===== config.mk =====
export PLATFORM = sky130hd
export DESIGN_NAME = float64_box_to_int32_top
export DESIGN_NICKNAME = d
export VERILOG_FILES = /design/src/hw/rtl/f64b_pkg.sv /design/src/hw/rtl/f64b_decode.sv /design/src/hw/rtl/float64_box_to_int32_top.sv
export VERILOG_INCLUDE_DIRS = /design/src /design/src/hw/rtl
export SDC_FILE = /design/constraint.sdc
export NUM_CORES = 1
export LEC_CHECK = 0
export BUFFER_PORTS_ARGS = -buffer_cell sky130_fd_sc_hd__buf_2
export CORE_ASPECT_RATIO = 1.25
export CORE_MARGIN = 8
export CORE_UTILIZATION = 30
export CTS_CLUSTER_DIAMETER = 50
export DETAILED_ROUTE_END_ITERATION = 10
export GPL_TIMING_DRIVEN = 0
export MAX_ROUTING_LAYER = met4
export SETUP_SLACK_MARGIN = 0.15
export SYNTH_ARGS = -nofsm -noshare
export SYNTH_HDL_FRONTEND = slang
export SYNTH_SLANG_ARGS = --single-unit

===== constraint.sdc =====
create_clock -name clk -period 4 [get_ports clk]
set_input_delay 0.8 -clock clk [delete_from_list [all_inputs] [get_ports clk]]
set_output_delay 0.8 -clock clk [all_outputs]
set_load 0.01 [all_outputs]

===== src/hw/rtl/float64_box_to_int32_top_defines.svh =====
// ----------------------------------------------------------------------------
// float64_box_to_int32_top_defines
// Assertion macros used by the RTL of the double classifier.
// ----------------------------------------------------------------------------
`ifndef FLOAT64_BOX_TO_INT32_TOP_DEFINES_SVH
`define FLOAT64_BOX_TO_INT32_TOP_DEFINES_SVH

// Same-cycle implication, sampled on clk, quiet while rst_n is low.
`define F64B_ASSERT_NOW(label, ante, cons) \
    label: assert property (@(posedge clk) disable iff (!rst_n) (ante) |-> (cons)) \
        else $error("check failed");

// Next-cycle implication, sampled on clk, quiet while rst_n is low.
`define F64B_ASSERT_NEXT(label, ante, cons) \
    label: assert property (@(posedge clk) disable iff (!rst_n) (ante) |=> (cons)) \
        else $error("check failed");

`endif


===== src/hw/rtl/f64b_pkg.sv =====
// ----------------------------------------------------------------------------
// f64b_pkg
// Kind codes, binary64 field constants and the decode record for the
// double classifier.
// ----------------------------------------------------------------------------
package f64b_pkg;

    localparam int unsigned KindW   = 3;
    localparam int unsigned FracW   = 52;
    localparam int unsigned ExpW    = 11;
    localparam int unsigned MantW   = FracW + 1;
    localparam int unsigned MagW    = 31;
    localparam int unsigned IntExpW = 5;
    localparam int unsigned ShiftW  = 6;

    localparam logic [KindW-1:0] KIND_INT  = 3'd0;
    localparam logic [KindW-1:0] KIND_NAN  = 3'd1;
    localparam logic [KindW-1:0] KIND_PINF = 3'd2;
    localparam logic [KindW-1:0] KIND_MINF = 3'd3;
    localparam logic [KindW-1:0] KIND_KEPT = 3'd4;

    localparam logic [ExpW-1:0] EXP_BIAS    = 11'h3ff;
    localparam logic [ExpW-1:0] EXP_ALLONES = 11'h7ff;
    localparam logic [ExpW-1:0] EXP_INT_TOP = EXP_BIAS + 11'd30;
    localparam logic [31:0]     INT_MIN_HI  = 32'hc1e0_0000;
    localparam logic [31:0]     INT_MIN_VAL = 32'h8000_0000;

    // Outcome of the field decode. fixed covers every pattern whose result
    // needs no shifting: NaN, infinities, zero/subnormal and exactly -2^31.
    typedef struct packed {
        logic               fixed;
        logic [KindW-1:0]   fixed_kind;
        logic               fixed_min;
        logic               cand;       // unbiased exponent 0..30
        logic [IntExpW-1:0] e;
    } dec_t;

endpackage


===== src/hw/rtl/f64b_decode.sv =====
// ----------------------------------------------------------------------------
// f64b_decode
// Splits a binary64 pattern into its fields and sorts it into the fixed
// outcomes and the candidates for an exact integer.
// ----------------------------------------------------------------------------
module f64b_decode (
    input  logic [63:0]    bits,
    output f64b_pkg::dec_t dec
);
    import f64b_pkg::*;

    logic             sign;
    logic [ExpW-1:0]  bexp;
    logic [FracW-1:0] frac;
    logic [ExpW-1:0]  e_full;

    assign sign   = bits[63];
    assign bexp   = bits[62:52];
    assign frac   = bits[51:0];
    assign e_full = bexp - EXP_BIAS;

    always_comb
    begin
        dec.fixed      = 1'b0;
        dec.fixed_kind = KIND_INT;
        dec.fixed_min  = 1'b0;
        dec.cand       = 1'b0;
        dec.e          = e_full[IntExpW-1:0];
        if (bexp == EXP_ALLONES)
        begin
            dec.fixed = 1'b1;
            if (frac != '0)
                dec.fixed_kind = KIND_NAN;
            else
                dec.fixed_kind = sign ? KIND_MINF : KIND_PINF;
        end
        else if (bexp == '0)
        begin
            dec.fixed = 1'b1;
        end
        else if (bexp >= EXP_BIAS && bexp <= EXP_INT_TOP)
        begin
            dec.cand = 1'b1;
        end
        else if (bits[63:32] == INT_MIN_HI && bits[31:0] == '0)
        begin
            // -2^31 is the one in-range value with exponent 31
            dec.fixed     = 1'b1;
            dec.fixed_min = 1'b1;
        end
    end

endmodule


===== src/hw/rtl/float64_box_to_int32_top.sv =====
// ----------------------------------------------------------------------------
// float64_box_to_int32_top
// Classifies a binary64 pattern as integer, NaN, +/-infinity or kept double.
// ----------------------------------------------------------------------------
// Throughput is one transaction per cycle when the output is not stalled;
// the three register stages are field decode, mantissa shift and fraction
// test, and sign apply into the output register. Each stage holds under
// backpressure independently, so bubbles are squeezed out during a stall.
`include "float64_box_to_int32_top_defines.svh"

module float64_box_to_int32_top (
    input  logic                         clk,
    input  logic                         rst_n,
    input  logic                         in_valid,
    output logic                         in_ready,
    input  logic [63:0]                  double_bits,
    output logic                         out_valid,
    input  logic                         out_ready,
    output logic [f64b_pkg::KindW-1:0]   kind,
    output logic signed [31:0]           int_value,
    output logic [63:0]                  kept_bits
);
    import f64b_pkg::*;

    dec_t dec;

    // stage 1: decode
    logic             v1_reg, v1_next;
    dec_t             dec1_reg;
    logic [63:0]      bits1_reg;

    // stage 2: shift and exactness test
    logic             v2_reg, v2_next;
    dec_t             dec2_reg;
    logic [63:0]      bits2_reg;
    logic [MagW-1:0]  mag2_reg;
    logic             exact2_reg;

    // stage 3: output
    logic             v3_reg, v3_next;

    logic adv1, adv2, adv3;

    logic [ShiftW-1:0] sh;
    logic [MantW-1:0]  mant;
    logic [FracW-1:0]  lowmask;
    logic [MantW-1:0]  shifted;
    logic [31:0]       mag_ext;
    logic [31:0]       sval;

    f64b_decode u_decode (
        .bits (double_bits),
        .dec  (dec)
    );

    assign adv3     = !v3_reg || out_ready;
    assign adv2     = !v2_reg || adv3;
    assign adv1     = !v1_reg || adv2;
    assign in_ready = adv1;

    always_comb
    begin
        v1_next = adv1 ? in_valid : v1_reg;
        v2_next = adv2 ? v1_reg   : v2_reg;
        v3_next = adv3 ? v2_reg   : v3_reg;
    end

    always_ff @(posedge clk or negedge rst_n)
    begin
        if (!rst_n)
        begin
            v1_reg <= 1'b0;
            v2_reg <= 1'b0;
            v3_reg <= 1'b0;
        end
        else
        begin
            v1_reg <= v1_next;
            v2_reg <= v2_next;
            v3_reg <= v3_next;
        end
    end

    // shift of 52 - e, e in 0..30
    assign sh      = ShiftW'(FracW) - ShiftW'(dec1_reg.e);
    assign mant    = {1'b1, bits1_reg[51:0]};
    assign lowmask = FracW'((64'd1 << sh) - 64'd1);
    assign shifted = mant >> sh;

    assign mag_ext = {1'b0, mag2_reg};
    assign sval    = bits2_reg[63] ? (32'd0 - mag_ext) : mag_ext;

    always_ff @(posedge clk)
    begin
        if (adv1)
        begin
            dec1_reg  <= dec;
            bits1_reg <= double_bits;
        end
        if (adv2)
        begin
            dec2_reg   <= dec1_reg;
            bits2_reg  <= bits1_reg;
            mag2_reg   <= shifted[MagW-1:0];
            exact2_reg <= (bits1_reg[51:0] & lowmask) == '0;
        end
        if (adv3)
        begin
            if (dec2_reg.fixed)
            begin
                kind      <= dec2_reg.fixed_kind;
                int_value <= dec2_reg.fixed_min ? INT_MIN_VAL : 32'd0;
                kept_bits <= '0;
            end
            else if (dec2_reg.cand && exact2_reg)
            begin
                kind      <= KIND_INT;
                int_value <= sval;
                kept_bits <= '0;
            end
            else
            begin
                kind      <= KIND_KEPT;
                int_value <= 32'd0;
                kept_bits <= bits2_reg;
            end
        end
    end

    assign out_valid = v3_reg;

    `F64B_ASSERT_NOW(a_int_zero, out_valid && kind != KIND_INT, int_value == 32'sd0)
    `F64B_ASSERT_NOW(a_kept_zero, out_valid && kind != KIND_KEPT, kept_bits == 64'd0)
    `F64B_ASSERT_NOW(a_kept_finite, out_valid && kind == KIND_KEPT,
                     kept_bits[62:52] != EXP_ALLONES && kept_bits[62:52] != 11'd0)
    `F64B_ASSERT_NOW(a_kind_range, out_valid, kind <= KIND_KEPT)
    `F64B_ASSERT_NEXT(a_stage2_moves, v2_reg && adv3, out_valid)

endmodule

==> results.cfg <==
[die]
num_rows = 89
die_h_um = 261
die-area_um2 = 55300
dieWidth_um = 212
ios = 169
initial_core_util_pct = 30.4
core_area_um2 = 47300

[sta]
relSlewSlack_pct = 21.4
tightestPinTransition_ps = 1170
timing.fmax_ghz = 0.255
setup_viol = 0
hold_ws_ps = 394
hold_violations = 0
fin_skew_ps = 38.5
layout_min_cycle_time_ps = 3910
period_share_pct = 97.9
grt_setup_unrepaired = yes
maxSlewViolCount = 0

[grt]
grt_pass1_wl_um = 74700
grt_overflow = 0
track_usage_pct = 18.6
grt_max_degree = 73
grt_antenna_before_repair = 3
grt_pass1_vias = 11400

[pwr]
p_total_mw = 9.44
p_leak_nw = 6.79
ir_drop_uv = 446
power_density_nw_per_um2 = 526

[synth]
syn_inst = 1208
synth_common_cells = edfxtp_1, nand2_1, nor2_1
yosysTopAreaCell = edfxtp_1
synth-seq-cells = 277
synth_edf_count = 274
synth_ff_type = edfxtp_1
yosysSeqAreaShare_pct = 57.7
synth_top_area_share_pct = 57.2
netlist_top_cells_area = edfxtp_1, mux4_2, nand2_1
avgSynthCellArea_um2 = 11.9
synthArstFlopShare_pct = 1.08
ys_warn_count = 0
netlist_area_um2 = 14400
ys_types = 89
yosysMostFrequentCell = edfxtp_1

[finish]
drive_gt1_share_pct = 26.0
fin_cells = 2114
area_growth_pct = 24.6
final_nets = 1531

[hold_path]
worstHoldPathCells = 1
hold_end = bits1_reg[51]
hp-start = double_bits[51]
min_path_type = primary input to flop

[worst_setup_path]
crit_required_ps = 4390
reg2reg_depth = 16
timing.rr.end = exact2_reg
rrSetupSlack_ps = 90
cp-end-kind = flop
r2r-start = dec1_reg[0]
critPathMaxFanout = 5
arrival_ps = 4310
path_class = flop to flop
worstSetupStartpointType = flop

[detailed_routing]
post_drt_wl_per_cell_um = 24.4
vias = 11400
drc = 0
routed_wl_um = 51500
drt-initial-drc-count = 986
dr.pass1.iters = 5
ant_nets = 0
viasPerCell = 5.39

[clock_network]
cts.sinks = 277
cts_tree = done
htreeDepth = 1
clock_latency_ps = 590
numCtsBuffers = 30
clk_pin_slew_ps = 70
clock_path_buffers = 3
cts_root_buffer = clkbuf_16

[flow_run]
maxCapViolCount = 0

[run_status]
status = complete, no violations

[placed_design]
place_hpwl_um = 38700
place_congestion = 0.969
port_buffers = 168
place_inst = 2026
==> through the flow <==
stage          setup TNS (ps)  setup WS (ps)  cell area [um^2]  utilization [%]
6_report                    0           85.4             17900             37.9
5_1_grt                     0          0.929             17900             37.9
4_1_cts                     0           96.3             17900             37.7
3_5_place_dp           -20540          -1390             16200             34.3
3_3_place_gp          -387500          -1890             16000             33.9
2_1_floorplan          -41160           -288             14400                -
==> report_power, final <==
| part | internal (mW) | total [mW] | switching (mW) |
|---|---|---|---|
| clock network | 1.65 | 2.83 | 1.18 |
| registers | 3.68 | 4.00 | 0.323 |
| logic | 0.966 | 2.61 | 1.64 |
| total | 6.30 | 9.44 | 3.14 |
==> layout make-up <==
class / instances / area [um^2]
clock inverters: 22 / 267
flip-flops and latches: 277 / 8300
clock buffers: 33 / 762
fillers: 4651 / 29400
multi-input cells: 840 / 5970
inverters: 17 / 76.3
diodes: 2 / 5.00
repair buffers: 212 / 1300
plain buffers: 74 / 458
well taps: 637 / 797
==> timing repair <==
| action | CTS | global route |
|---|---|---|
| setup buffers | 23 | 7 |
| endpoints found under the hold margin | 3 | 0 |
| gates resized for setup | 91 | 13 |
| endpoints found under the setup margin | 32 | 14 |
| cloned | 1 | 0 |
| pin swaps | 17 | 6 |
| hold buffers | 1 | 0 |
==> per-layer routing <==
metal,part of all wire (%),global-route usage (%)
met1,40,21.8
met4,5.9,9.86
met5,0,-
met3,6.2,2.71
met2,48,30.8
==> cells by family after synthesis <==
| group | count (synthesis) | synth area share [%] |
|---|---|---|
| multiplexers | 75 | 7.40 |
| buffers and inverters | 92 | 2.85 |
| flip-flops | 277 | 57.7 |
| other | 1 | 0.0261 |
| AO/OA/AOI/OAI | 276 | 13.2 |
| adder cells (fa/ha/maj) | 11 | 0.956 |
| AND/OR/NAND/NOR | 428 | 14.9 |
| XOR/XNOR | 48 | 2.97 |
==> worst max path at each step <==
stage | start | end | slack, ps | cells past startpoint
finish | dec1_reg[0] | exact2_reg | 90 | 16
global route | dec1_reg[0] | exact2_reg | 0.9 | 17
CTS | dec1_reg[0] | exact2_reg | 100 | 17
detailed placement | dec1_reg[0] | exact2_reg | -1390 | 16
global placement | out_ready | bits2_reg[63] | -1890 | 2
floorplan | out_ready | bits2_reg[0] | -290 | 1
==> placed cells by master, fill, tap and decap left out, drive strengths merged, types with 5 or more instances in the layout <==
master	n
nor3	11
o2111ai	5
nor2	91
nand4	11
nand2b	10
mux4	24
xor2	36
a211oi	10
or2	6
a22o	5
a22oi	6
and3	5
clkbuf	81
buf	237
a31oi	5
nor4	21
mux2i	43
or3	8
a21boi	9
o31ai	15
xnor2	12
ha	11
nand2	138
o211ai	13
o41ai	6
edfxtp	274
o21ai	74
nand3	21
inv	20
o22ai	24
and2	74
a21oi	55
clkinv	14
mux2	8
nor2b	10
or4	10
o311ai	5
==> critical path: stages, from the launching register on <==
cell,delay [ps]
edfxtp_1,410
buf_6,140
buf_12,120
buf_12,120
buf_12,120
inv_12,70
ha_4,160
buf_6,110
buf_16,110
o311ai_1,110
a31oi_2,420
or4_4,230
o21ai_0,80
or4_4,550
nor4bb_4,360
nand4_1,240
nor4b_4,340
No activity file was read; power rests on OpenSTA's default activity.
